[src/design/crst_pkg.sv]
package crst_pkg;

   // fixed field widths
   localparam int CoordWidth   = 16;
   localparam int CoefWidth    = CoordWidth + 4;
   localparam int ColorWidth   = 24;
   localparam int AlphaWidth   = 8;
   localparam int CountWidth   = 6;
   localparam int StepWidth    = 16;
   localparam int CsrDataWidth = 16;
   localparam int CsrIdxWidth  = 1;
   localparam int QueueDepth   = 2;

   // register indexes
   localparam logic [CsrIdxWidth-1:0] CsrSegmentCount = 1'b0;
   localparam logic [CsrIdxWidth-1:0] CsrStepFraction = 1'b1;

   // register reset values
   localparam logic [CountWidth-1:0] SegmentCountReset = 6'd20;
   localparam logic [StepWidth-1:0]  StepFractionReset = 16'd3277;

   typedef struct packed {
      logic signed [CoordWidth-1:0] p0_x;
      logic signed [CoordWidth-1:0] p0_y;
      logic signed [CoordWidth-1:0] p1_x;
      logic signed [CoordWidth-1:0] p1_y;
      logic signed [CoordWidth-1:0] p2_x;
      logic signed [CoordWidth-1:0] p2_y;
      logic signed [CoordWidth-1:0] p3_x;
      logic signed [CoordWidth-1:0] p3_y;
      logic [ColorWidth-1:0]        start_color;
      logic [ColorWidth-1:0]        end_color;
      logic [AlphaWidth-1:0]        start_alpha;
      logic [AlphaWidth-1:0]        end_alpha;
   } req_type;

   typedef struct packed {
      logic signed [CoordWidth-1:0] vertex_x;
      logic signed [CoordWidth-1:0] vertex_y;
      logic [ColorWidth-1:0]        vertex_color;
      logic [AlphaWidth-1:0]        vertex_alpha;
      logic                         last_vertex;
   } rsp_type;

   typedef struct packed {
      logic [CountWidth-1:0] segment_count;
      logic [StepWidth-1:0]  step_fraction;
   } cfg_type;

   // cubic coefficients of one axis, unscaled
   typedef struct packed {
      logic signed [CoefWidth-1:0] c0;
      logic signed [CoefWidth-1:0] c1;
      logic signed [CoefWidth-1:0] c2;
      logic signed [CoefWidth-1:0] c3;
   } coef_type;

   // one classified segment as it waits for the vertex engine
   typedef struct packed {
      coef_type              cx;
      coef_type              cy;
      logic [ColorWidth-1:0] start_color;
      logic [ColorWidth-1:0] end_color;
      logic [AlphaWidth-1:0] start_alpha;
      logic [AlphaWidth-1:0] end_alpha;
   } seg_type;

   // catmull-rom basis: 2p1, p2-p0, 2p0-5p1+4p2-p3, -p0+3p1-3p2+p3
   function automatic coef_type coef_calc(
      input logic signed [CoordWidth-1:0] q0,
      input logic signed [CoordWidth-1:0] q1,
      input logic signed [CoordWidth-1:0] q2,
      input logic signed [CoordWidth-1:0] q3
   );
      logic signed [CoefWidth-1:0] e0;
      logic signed [CoefWidth-1:0] e1;
      logic signed [CoefWidth-1:0] e2;
      logic signed [CoefWidth-1:0] e3;
      coef_type c;
      e0 = {{(CoefWidth-CoordWidth){q0[CoordWidth-1]}}, q0};
      e1 = {{(CoefWidth-CoordWidth){q1[CoordWidth-1]}}, q1};
      e2 = {{(CoefWidth-CoordWidth){q2[CoordWidth-1]}}, q2};
      e3 = {{(CoefWidth-CoordWidth){q3[CoordWidth-1]}}, q3};
      c.c0 = e1 <<< 1;
      c.c1 = e2 - e0;
      c.c2 = (e0 <<< 1) - (e1 <<< 2) - e1 + (e2 <<< 2) - e3;
      c.c3 = e3 - e0 + (e1 <<< 1) + e1 - (e2 <<< 1) - e2;
      return c;
   endfunction

endpackage

[src/design/crst_seg_queue.sv]
module crst_seg_queue (
   input  logic              clock,
   input  logic              reset,
   input  logic              push,
   input  crst_pkg::seg_type push_data,
   output logic              full,
   input  logic              pop,
   output crst_pkg::seg_type pop_data,
   output logic              empty
);

   localparam int PtrWidth = $clog2(crst_pkg::QueueDepth);

   crst_pkg::seg_type   mem_ff [crst_pkg::QueueDepth];
   logic [PtrWidth-1:0] wr_ptr_ff, wr_ptr_in;
   logic [PtrWidth-1:0] rd_ptr_ff, rd_ptr_in;
   logic [PtrWidth:0]   count_ff, count_in;

   // pointer and fill bookkeeping
   always_comb begin
      wr_ptr_in = push ? wr_ptr_ff + 1'b1 : wr_ptr_ff;
      rd_ptr_in = pop ? rd_ptr_ff + 1'b1 : rd_ptr_ff;
      count_in  = count_ff + (PtrWidth+1)'(push) - (PtrWidth+1)'(pop);
   end

   always_ff @(posedge clock) begin
      if (reset) begin
         wr_ptr_ff <= '0;
         rd_ptr_ff <= '0;
         count_ff  <= '0;
      end else begin
         wr_ptr_ff <= wr_ptr_in;
         rd_ptr_ff <= rd_ptr_in;
         count_ff  <= count_in;
      end
   end

   // entry storage
   always_ff @(posedge clock) begin
      if (push) begin
         mem_ff[wr_ptr_ff] <= push_data;
      end
   end

   assign pop_data = mem_ff[rd_ptr_ff];
   assign empty    = (count_ff == '0);
   assign full     = (count_ff == (PtrWidth+1)'(crst_pkg::QueueDepth));

endmodule

[config.mk]
export PLATFORM = sky130hd
export DESIGN_NAME = crst_seg_queue
export DESIGN_NICKNAME = d
export VERILOG_FILES = /design/src/design/crst_pkg.sv /design/src/design/crst_seg_queue.sv
export SDC_FILE = /design/constraint.sdc
export NUM_CORES = 1
export LEC_CHECK = 0
export BUFFER_PORTS_ARGS = -buffer_cell sky130_fd_sc_hd__buf_2
export CORE_AREA = 4 4 178 180
export DETAILED_ROUTE_END_ITERATION = 16
export DIE_AREA = 0 0 182 184
export MAX_ROUTING_LAYER = met4
export PLACE_DENSITY = 0.83
export SLEW_MARGIN = 40
export SYNTH_ARGS = -nofsm -noshare
export SYNTH_HDL_FRONTEND = slang
export SYNTH_SLANG_ARGS = --single-unit
[constraint.sdc]
create_clock -name clock -period 34.6 [get_ports clock]
set_input_delay 1.73 -clock clock [delete_from_list [all_inputs] [get_ports clock]]
set_output_delay 1.73 -clock clock [all_outputs]
set_load 0.01 [all_outputs]
; Yosys cells after proc, flatten, opt, wreduce, memory -nomap -nowiden
; Memories as Yosys holds them, arrays and structs flattened. A register that Yosys moved wholly into a read port is not among the register bits.
; Index checks and enable logic that the tools add are counted.
[op_classes]
div = 0
shift = 0
order_cmp = 0
mul = 0
n_reduce_logical = 1
n_bitwise = 0
n_mux = 4
n_addsub = 4
eq_ne = 1
[ops]
columns = op, n
row1 = 1-bit 2-to-1 mux, 4
row2 = 1-bit adder (second input constant), 2
row3 = 2-bit by 1-bit adder with 2-bit output, 1
row4 = 2-bit == test (second input constant), 1
row5 = 2-bit logical NOT, 1
row6 = 2-bit by 1-bit subtractor with 2-bit output, 1
[totals]
ram_bits = 448
elab_cells = 14
register_bits = 4
romBits = 0
n_memories = 1
latchBits = 0
[mem_list]
columns = name, words, word_bits, rd, rd_clocked_by_memory_dff, wr, line_no
row1 = mem_ff, 2, 224, 1, 1, 1, crst_seg_queue.sv:14  ; crst_pkg::seg_type mem_ff [crst_pkg::QueueDepth];

; Depth between registers and ports, before layout
[logic_depth]
depth_word = 3
mapped_depth = 6

; Least setup slack after synthesis
; No wires, ideal clock.
[synth_path]
path_kind = input-to-reg
from = in push
to = mem mem_ff[0][0] (netlist name), enable pin
arrival_time_ns = 11.379
path_slack_ns = 22.382
stages = 1
setup_ns = 0.839
path_cell_list = nor2b_1
[synth_between]
elab_chain_len = 2
[synth_rtl]
columns = item, line_no
row1 = start: declaration, crst_seg_queue.sv:4  ; input logic push,
row2 = 1-bit 2-to-1 mux, crst_seg_queue.sv:40  ; if (push) begin
row3 = 1-bit 2-to-1 mux (not written as such), crst_seg_queue.sv:41  ; mem_ff[wr_ptr_ff] <= push_data;
row4 = end: declaration, crst_seg_queue.sv:14
; No other way between the ends.

==> results.ini <==
[run_status]
outcome=finished clean

[clock_network]
cts-resized-gates=0
cts_tree=yes
cts_hold_buffers=0
clock-sinks=453
path_clk_slew_ns=0.06
post-cts-setup-buffer-count=0
cts_max_path_buffers=3
clk_latency_ns=0.52
cts_buffers=44
cts-root-buf=clkbuf_16
ctsHtreeMaxLevel=2

[floorplan]
ios=454
initial_core_util_pct=56.43
placementRows=64
die_h_um=184
die_x_um=182
die_area_um2=33490
design.core.area_um2=30190

[sta]
hold_violations=0
fmax_mhz=225.8
fin_crit_sh_pct=12.80
fin_skew_ns=0.01440
hold_slack_ns=0.5189
report.final.slew_viol_count=0
rsz0062_at_grt=no
timing.slew.headroom_pct=49.04
tightestPinTransition_ns=0.7645
post-route-min-period_ns=4.428
fin_setup_tns_ns=0
setup_viol=0

[setup_path]
setup.worst_path.class=flop to primary output
rrSetupSlack_ns=32.65
regToRegEndpoint=mem_ff[1][67]
path_common_cell=buf_12
crit_path_end=pop_data[177]
arrival_ns=2.70
r2r-start=wr_ptr_ff
critPathTopFamily=buffers and inverters
path_cells=buf_12 -> buf_12 -> buf_4 -> mux2_4 -> buf_2
crit_fanout=41
crit_path_start_kind=flop
ff2ff_path_depth=3
path_depth=5
cp_slowest_stage_delay_ns=0.65
critical_path_required_ns=32.87
worst-path-buf-inv=4
crit_slowest_cell=buf_4
cp-end-kind=primary output

[yosys]
synth_fa_ha_area_share_pct=0.1469
synthCells=718
synth_top_area_cell=edfxtp_1
ys_warn_count=0
syn_nets=948
synthMuxAreaShare_pct=18.33
synth-xor-area-share_pct=0.2350
synth_compound_area_share_pct=0
synth_cell_types=13
syn_avg_cell_area_um2=23.73
synth_top_family_by_area=multiplexers
synth_top_area_share_pct=78.97
ys_seq_area_share_pct=79.55
yosys.area_share.simple_pct=0.2571
synthesis.area_um2=17040
ys_ff_latch=453
synth_area_leaders=edfxtp_1 79%, mux2_4 14%, mux2_2 4.2%

[global_route]
grt_pass1_vias=9074
grtUsageTotal_pct=21.21
grt_pass1_wl_um=52550
antenna_found_initial=11
grt_overflow=0
grt_max_degree=154

[route]
wl_per_cell_um=21.82
antenna_left=0
wl_um=35960
via_per_inst=5.223
vias=8608
drt_iter0_drc=472
dr.pass1.iters=5
route.detailed.drc=0

[place]
dp_hpwl_um=24320
dpl-instance-area_um2=19800
gp_congestion=0.7713
io_buffers=453

[power_and_ir_drop]
p_comb_share_pct=11.7
peakVddDrop_mv=0.05736
p_sw_mw=0.2784
p_leak_nw=8.421
clock_power_share_pct=38.6
power_mw=1.308
switching_share_pct=21.29
power.internal_mw=1.029
p_seq_share_pct=49.8
power.density_nw_per_um2=61.01

[finish]
nets=1437
fillers=1840
drive_above_1_share_pct=61.53
area_growth_pct=25.79
finish.utilization_pct=70.99
stdcell_area_um2=21430

[flow_run]
drv_cap=0

[min_path]
worstHoldPathType=flop to flop

## flip-flops by register name (all words and copies together) (netlist names), named ones only
| signal | cells |
|---|---|
| mem_ff | 448 |
| count_ff | 2 |
| rd_ptr_ff | 1 |
| wr_ptr_ff | 1 |
## power groups by stage
stage | Clock, mW | Sequential (mW) | Combinational, mW
after floorplan | 0 | 0.669 | 0.0922
after global placement | 0 | 0.663 | 0.143
after detailed placement | 0 | 0.662 | 0.153
after CTS | 0.513 | 0.651 | 0.154
after global routing | 0.540 | 0.653 | 0.162
final | 0.504 | 0.651 | 0.153
## placed cells by master, fill, tap and decap left out
cell type	instances
mux2_2	64
xnor2_1	2
nor2b_4	1
clkinv_1	5
inv_6	1
xnor3_1	1
diode_2	12
clkinv_2	7
nor2_1	5
nor2b_1	2
buf_4	3
clkbuf_1	6
clkbuf_8	3
buf_6	1
buf_2	453
dfxtp_4	1
inv_1	2
and2_4	1
buf_16	4
clkinv_4	2
buf_12	7
clkinvlp_4	1
clkbuf_16	45
dfxtp_1	4
mux2_4	160
ha_1	2
bufinv_16	9
edfxtp_1	448
## worst min-delay path, cell delays in order, from the launching register on
cell and delay, ns:
dfxtp_1 0.33, xnor2_1 0.08, nor2_1 0.07
## synth_stat cells
cell type,count
edfxtp_1,448
and2_1,1
xnor2_1,2
mux2_4,160
buf_6,19
ha_1,2
inv_1,2
xnor3_1,1
nor2_1,5
nor2b_1,3
mux2_2,64
buf_2,6
dfxtp_1,5
## metal layers
layer	track usage (%)	share of wire (%)
met3	5.125	8.1
met4	7.205	3.5
met5	-	0
met2	38.13	55
met1	23.15	34
## cell families (layout without fill, tap and decap cells)
kind of cell  after synthesis  after routing
other cells                 0             12
xor+xnor                    3              3
buf+inv                    27            549
mux                       224            224
fa+ha+maj                   2              2
flops                     453            453
simple gates                9              9
## final cells by class
| type | instances | area (um2) | area share [%] |
|---|---|---|---|
| Sequential cell | 453 | 13560 | 63.26 |
| Multi-Input combinational cell | 238 | 3242 | 15.13 |
| Timing Repair Buffer | 468 | 2551 | 11.90 |
| Clock buffer | 54 | 1190 | 5.552 |
| Tap cell | 396 | 495.5 | 2.312 |
| Clock inverter | 25 | 357.8 | 1.670 |
| Antenna cell | 12 | 30.03 | 0.1401 |
| Inverter | 2 | 7.507 | 0.03503 |
## worst min path at each step
stage	startpoint	cells past startpoint	endpoint	slack, ns
2_1_floorplan	rd_ptr_ff	2	flop	0.48
3_3_place_gp	rd_ptr_ff	2	rd_ptr_ff	0.50
3_5_place_dp	rd_ptr_ff	2	rd_ptr_ff	0.51
4_1_cts	rd_ptr_ff	2	rd_ptr_ff	0.53
5_1_grt	rd_ptr_ff	2	rd_ptr_ff	0.54
6_report	rd_ptr_ff	2	rd_ptr_ff	0.52
## per-stage QoR
stage	cells	setup slack, ns
2_1_floorplan	718	22.38
3_3_place_gp	1548	30.41
3_5_place_dp	1555	30.68
4_1_cts	1634	30.12
5_1_grt	1647	30.00
6_report	1648	30.17
Power figures use the tool's default switching activity.
