**config.mk**
```make
export PLATFORM = sky130hd
export DESIGN_NAME = crst_front
export DESIGN_NICKNAME = d
export VERILOG_FILES = /design/src/design/crst_pkg.sv /design/src/design/crst_front.sv
export SDC_FILE = /design/constraint.sdc
export NUM_CORES = 1
export LEC_CHECK = 0
export BUFFER_PORTS_ARGS = -buffer_cell sky130_fd_sc_hd__buf_2
export CAP_MARGIN = 20
export CORE_MARGIN = 4
export CORE_UTILIZATION = 55
export DETAILED_ROUTE_END_ITERATION = 8
export PLACE_DENSITY = 0.82
export SLEW_MARGIN = 40
export SYNTH_ARGS = -nofsm -noshare
export SYNTH_HDL_FRONTEND = slang
export SYNTH_SLANG_ARGS = --single-unit
```
**constraint.sdc**
```tcl
create_clock -name clock -period 16.8 [get_ports clock]
set_clock_uncertainty 0.2 [all_clocks]
set_input_delay 0.84 -clock clock [delete_from_list [all_inputs] [get_ports clock]]
set_output_delay 0.84 -clock clock [all_outputs]
set_load 0.01 [all_outputs]
```
**src/design/crst_pkg.sv**
```systemverilog
package crst_pkg;

   // fixed field widths
   localparam int CoordWidth   = 16;
   localparam int CoefWidth    = CoordWidth + 4;
   localparam int ColorWidth   = 24;
   localparam int AlphaWidth   = 8;
   localparam int CountWidth   = 6;
   localparam int StepWidth    = 16;
   localparam int CsrDataWidth = 16;
   localparam int CsrIdxWidth  = 1;
   localparam int QueueDepth   = 2;

   // register indexes
   localparam logic [CsrIdxWidth-1:0] CsrSegmentCount = 1'b0;
   localparam logic [CsrIdxWidth-1:0] CsrStepFraction = 1'b1;

   // register reset values
   localparam logic [CountWidth-1:0] SegmentCountReset = 6'd20;
   localparam logic [StepWidth-1:0]  StepFractionReset = 16'd3277;

   typedef struct packed {
      logic signed [CoordWidth-1:0] p0_x;
      logic signed [CoordWidth-1:0] p0_y;
      logic signed [CoordWidth-1:0] p1_x;
      logic signed [CoordWidth-1:0] p1_y;
      logic signed [CoordWidth-1:0] p2_x;
      logic signed [CoordWidth-1:0] p2_y;
      logic signed [CoordWidth-1:0] p3_x;
      logic signed [CoordWidth-1:0] p3_y;
      logic [ColorWidth-1:0]        start_color;
      logic [ColorWidth-1:0]        end_color;
      logic [AlphaWidth-1:0]        start_alpha;
      logic [AlphaWidth-1:0]        end_alpha;
   } req_type;

   typedef struct packed {
      logic signed [CoordWidth-1:0] vertex_x;
      logic signed [CoordWidth-1:0] vertex_y;
      logic [ColorWidth-1:0]        vertex_color;
      logic [AlphaWidth-1:0]        vertex_alpha;
      logic                         last_vertex;
   } rsp_type;

   typedef struct packed {
      logic [CountWidth-1:0] segment_count;
      logic [StepWidth-1:0]  step_fraction;
   } cfg_type;

   // cubic coefficients of one axis, unscaled
   typedef struct packed {
      logic signed [CoefWidth-1:0] c0;
      logic signed [CoefWidth-1:0] c1;
      logic signed [CoefWidth-1:0] c2;
      logic signed [CoefWidth-1:0] c3;
   } coef_type;

   // one classified segment as it waits for the vertex engine
   typedef struct packed {
      coef_type              cx;
      coef_type              cy;
      logic [ColorWidth-1:0] start_color;
      logic [ColorWidth-1:0] end_color;
      logic [AlphaWidth-1:0] start_alpha;
      logic [AlphaWidth-1:0] end_alpha;
   } seg_type;

   // catmull-rom basis: 2p1, p2-p0, 2p0-5p1+4p2-p3, -p0+3p1-3p2+p3
   function automatic coef_type coef_calc(
      input logic signed [CoordWidth-1:0] q0,
      input logic signed [CoordWidth-1:0] q1,
      input logic signed [CoordWidth-1:0] q2,
      input logic signed [CoordWidth-1:0] q3
   );
      logic signed [CoefWidth-1:0] e0;
      logic signed [CoefWidth-1:0] e1;
      logic signed [CoefWidth-1:0] e2;
      logic signed [CoefWidth-1:0] e3;
      coef_type c;
      e0 = {{(CoefWidth-CoordWidth){q0[CoordWidth-1]}}, q0};
      e1 = {{(CoefWidth-CoordWidth){q1[CoordWidth-1]}}, q1};
      e2 = {{(CoefWidth-CoordWidth){q2[CoordWidth-1]}}, q2};
      e3 = {{(CoefWidth-CoordWidth){q3[CoordWidth-1]}}, q3};
      c.c0 = e1 <<< 1;
      c.c1 = e2 - e0;
      c.c2 = (e0 <<< 1) - (e1 <<< 2) - e1 + (e2 <<< 2) - e3;
      c.c3 = e3 - e0 + (e1 <<< 1) + e1 - (e2 <<< 1) - e2;
      return c;
   endfunction

endpackage

```
**src/design/crst_front.sv**
```systemverilog
module crst_front (
   input  logic              clock,
   input  logic              reset,
   input  logic              req_push,
   output logic              req_full,
   input  crst_pkg::req_type req_data,
   output logic              seg_push,
   input  logic              seg_full,
   output crst_pkg::seg_type seg_data
);

   logic              item_v_ff, item_v_in;
   crst_pkg::req_type item_ff;
   logic              accept;

   // hold one transaction until the queue takes it
   assign req_full = item_v_ff && seg_full;
   assign accept   = req_push && !req_full;
   assign seg_push = item_v_ff && !seg_full;

   always_comb begin
      if (accept) begin
         item_v_in = 1'b1;
      end else if (seg_push) begin
         item_v_in = 1'b0;
      end else begin
         item_v_in = item_v_ff;
      end
   end

   always_ff @(posedge clock) begin
      if (reset) begin
         item_v_ff <= 1'b0;
      end else begin
         item_v_ff <= item_v_in;
      end
   end

   always_ff @(posedge clock) begin
      if (accept) begin
         item_ff <= req_data;
      end
   end

   // turn control points into polynomial coefficients
   always_comb begin
      seg_data.cx = crst_pkg::coef_calc(item_ff.p0_x, item_ff.p1_x, item_ff.p2_x, item_ff.p3_x);
      seg_data.cy = crst_pkg::coef_calc(item_ff.p0_y, item_ff.p1_y, item_ff.p2_y, item_ff.p3_y);
      seg_data.start_color = item_ff.start_color;
      seg_data.end_color   = item_ff.end_color;
      seg_data.start_alpha = item_ff.start_alpha;
      seg_data.end_alpha   = item_ff.end_alpha;
   end

endmodule

```
After elaboration in Yosys (flattened, before gate mapping):

Index checks and enable logic that the tools add are counted.

* register bits after elaboration: 193
* input port bits: 196
* output and inout bits: 226
* logic and storage cells: 41

* add/subtract/negate cells: 20
* muxes and demuxes: 2
* reduce and logical (&&, ||, !) cells: 6

Operator list (count)
* $sub A20 B16 Y20: 4
* $sub A16 B16 Y17: 4
* $add A20 B18 Y20: 2
* $sub A19 B16 Y20: 2
* $add A18 B16 Y19: 2
* $sub A17 B18 Y19: 2
* $add A17 B17 Y18: 2
* $sub A19 B17 Y20: 1
* $sub A20 B17 Y20: 1
* $logic_and A1 B1 Y1: 3
* $logic_not A1 Y1: 2
* $mux W1: 2
* $reduce_bool A2 Y1: 1

Logic depth before layout (Yosys ltp):

* depth after elaboration: 5
* mapped depth: 24
* mapped depth without buffers: 23

Worst setup path after synthesis:

No wires, ideal clock.

* path type: input to register
* start: input seg_full
* end: register item_ff[100] in the netlist's numbering (enable)
* arrival time: 9.498 ns
* setup slack: 6.334 ns
* cell stages on the path: 2
* path buffers: 0
* cell sequence: and2_1 nor2b_1

* longest elaborated chain between the ends: 3

RTL lines
* start, declared: RTL line crst_front.sv:8 `input logic seg_full,`
* $logic_and A1 B1 Y1: RTL line crst_front.sv:17 `assign req_full = item_v_ff && seg_full;`
* $logic_not A1 Y1: RTL line crst_front.sv:18 `assign accept = req_push && !req_full;`
* $logic_and A1 B1 Y1: RTL line crst_front.sv:18
* net accept: RTL line crst_front.sv:14 `logic accept;`
* end signal, assigned: RTL line crst_front.sv:41 `item_ff <= req_data;`
* end, declared: RTL line crst_front.sv:13 `crst_pkg::req_type item_ff;`

The timed path passes the listed nets, and every way through them passes these cells.
A chain may end at the register's enable or synchronous reset.

==> metrics <==
Max clock buf depth 2; final std cells w/o fill approximately 2,300; Synth top area share between 30% and 40%; GP Congestion 0.9473; Req. time, crit path 15.76 ns; grt peak-use layer met2; grt met2 use 44.40%; yosys warns 0; Max-Cap Viols 0; share of layout cells above drive strength 1 roughly a quarter; area grow syn2layout 14.01%; met3 Resource Use GR 8.246%; Vias per Instance 5.474; Pint roughly 1800 µW; Slew Limit Fails 0; core box area 31,720 µm²; Sw Share 48.36%; setup_tns 0 ns; WL final 45.22 mm; 1st-iter DRT viols 746; RSZ-0062 raised after global routing false; die area 35,260 µm²; die width 187.8 µm; Seq/Total Area, Yosys about a third; final setup fails 0; CTS Buf Count 17; vias in the first global route 13,690; final instance area 20,260 µm²; Residual DRC 0; Final Cycle Share 42.94%; Post-synth EDFFs 192; Fin. Hold Viols 0; Syn Area/Cell 11.17 µm²; Area contributors post-synth edfxtp_1 (32%), fa_1 (24%), ha_1 (9.8%); crit end category output port; detailed-router iteration count before antenna repair 6; register bit count reported by yosys ~190; Tot Pwr ~3600 µW; power density over the cells 175.9 nW/µm²; fin crit period 7.213 ns; static leakage 0.009585 µW; Worst EP arrival 6.17 ns; Net Switching between 1500 and 2000 µW; Crit Path Max Fanout 5; Max Clock Freq 138.6 MHz; distinct cell type count after synthesis 71; CTS resizes 0; maximum VDD drop 0.1188 mV; Placed Area 19,610 µm²; port bufs about 420; CTS Hold Bufs 0; met1 usage 31.19%; Synth async-reset ratio 0%; Total Routing Usage GR 26.28%; Rel. slew slack 53.43%; Die H 187.8 µm; H-tree depth 4; largest net degree at the start of global routing 74; Clock transition at path regs roughly 0.090 ns; Setup CP Type reg -> out; Mapped Cells 1,591; Via Count 12,810; Flop pwr share 16.7%; Clk network pwr share between 10% and 20%; initial core utilization 56.04%; setup bufs post-CTS 0; Remaining Overflow, GRT 0; Worst-Skew Late Latency 0.46 ns; Comb pwr share 71.1%; Routed WL per cell 19.32 µm; initial antenna violation count 14; post-synth top area cell edfxtp_1; startpoint types flop; Routed Antenna Nets 0; num rows 65; first-pass GRT wire length 72.55 mm; post-layout net count about 2,500; status finished clean; CTS tree built; mapped cell area 17,770 µm²; hold crit path type in -> reg; half-perimeter wire length after placement 37.69 mm; clock sinks 193; Inst Count DP 2,301; main flop type after synthesis edfxtp_1; clock root cell clkbuf_16; Ports ~420; Final Util 63.89%; Worst-Margin Slew 0.6986 ns
path summary, 6_finish.rpt:
kind	startpoint	to	slack [ns]	cells after the start
max	seg_data[126]$_DFFE_PP_	seg_data[82]	9.59	21
min reg2reg	item_v_ff$_SDFFE_PP0P_	item_v_ff$_SDFFE_PP0P_	0.49	3
min	req_data[155]	seg_data[216]$_DFFE_PP_	0.33	1
max reg2reg	item_v_ff$_SDFFE_PP0P_	item_ff[166]$_DFFE_PP_	14.15	6
cells in the mapped netlist, types with 11 or more instances:
master / n
nor3_1: 16
xor2_1: 19
xnor2_1: 78
and3_1: 11
o21bai_1: 19
nor2_1: 68
a21o_1: 32
o21ai_1: 17
ha_1: 139
nor2b_1: 26
o21a_1: 12
nand2b_1: 17
inv_1: 304
fa_1: 214
o21ai_0: 39
edfxtp_1: 192
a211oi_1: 13
buf_4: 110
nand3_1: 20
nand2_1: 44
a21oi_1: 77
a31oi_1: 14
stage by stage:
stage          hold WS, ns  worst slack [ns]
2_1_floorplan       0.4291             6.334
3_3_place_gp        0.4807             10.20
3_5_place_dp        0.4878             10.11
4_1_cts             0.3184             9.591
5_1_grt             0.3129             9.211
6_report            0.3348             9.587
worst max-delay path, cell delays in order, from the launching register on:
cell and delay, ns:
edfxtp_1 0.51, fa_1 0.54, inv_1 0.05, fa_1 0.47, inv_1 0.04, ha_1 0.21, fa_1 0.46, a21oi_1 0.21
o21ai_1 0.16, a2111oi_4 0.43, nor3_1 0.14, o21a_1 0.21, o32ai_1 0.27, xnor2_1 0.18, fa_1 0.44, ha_1 0.35
a21o_1 0.19, a21oi_1 0.15, nor2_1 0.05, or3_1 0.35, xor2_1 0.15, buf_2 0.15
state kept, by name (all words and copies together), names as in the netlist:
register,count
seg_data,96
item_v_ff,1
item_ff,96
cells in the final DEF (no fill, tap or decap), types with 12 or more instances in the layout:
master,count
a21o_1,32
nor2b_1,25
ha_1,139
nor3_1,16
fa_1,214
o21bai_1,19
a31oi_1,14
o21a_1,12
clkbuf_16,17
xnor2_1,78
a211oi_1,13
xor2_1,19
inv_1,304
nor2_1,68
nand2b_1,17
edfxtp_1,192
buf_2,419
nand2_1,44
o21ai_1,17
o21ai_0,39
a21oi_1,77
nand3_1,20
logic make-up (layout without fill, tap and decap cells):
| family | after synthesis | after routing | share of synthesized area, % |
|---|---|---|---|
| AOI/OAI and AO/OA | 282 | 282 | 10.59 |
| xor gates and xnor gates | 97 | 97 | 4.780 |
| adders and majority gates | 353 | 353 | 33.89 |
| buffers and inverters | 422 | 762 | 11.24 |
| DFF | 193 | 193 | 32.55 |
| muxes | 2 | 2 | 0.1126 |
| other | 1 | 8 | 0.02110 |
| and+or+nand+nor | 241 | 241 | 6.821 |
layout make-up:
class / count / area, µm²
well taps: 402 / 503.0
repair buffers: 426 / 2193
clock inverters: 14 / 185.2
flip-flops and latches: 193 / 5786
diodes: 6 / 15.01
clock buffers: 18 / 439.2
inverters: 304 / 1141
multi-input cells: 977 / 10000
fillers: 2508 / 11450
metal layers:
metal / up-vias / part of all wire, % / wire length [µm]
li1: 5884 / - / -
met1: 6259 / 38 / 17210
met2: 544 / 49 / 22240
met3: 111 / 8.4 / 3783
met4: 12 / 4.2 / 1902
met5: - / 0.17 / 77
power groups by stage:
stage | Sequential (µW) | Clock (µW) | Combinational [µW]
detailed placement | 608 | 0 | 2520
global placement | 607 | 0 | 2450
CTS | 597 | 442 | 2540
global route | 601 | 467 | 2820
finish | 596 | 435 | 2530
floorplan | 605 | 0 | 1730
No activity file was read; power rests on OpenSTA's default activity.
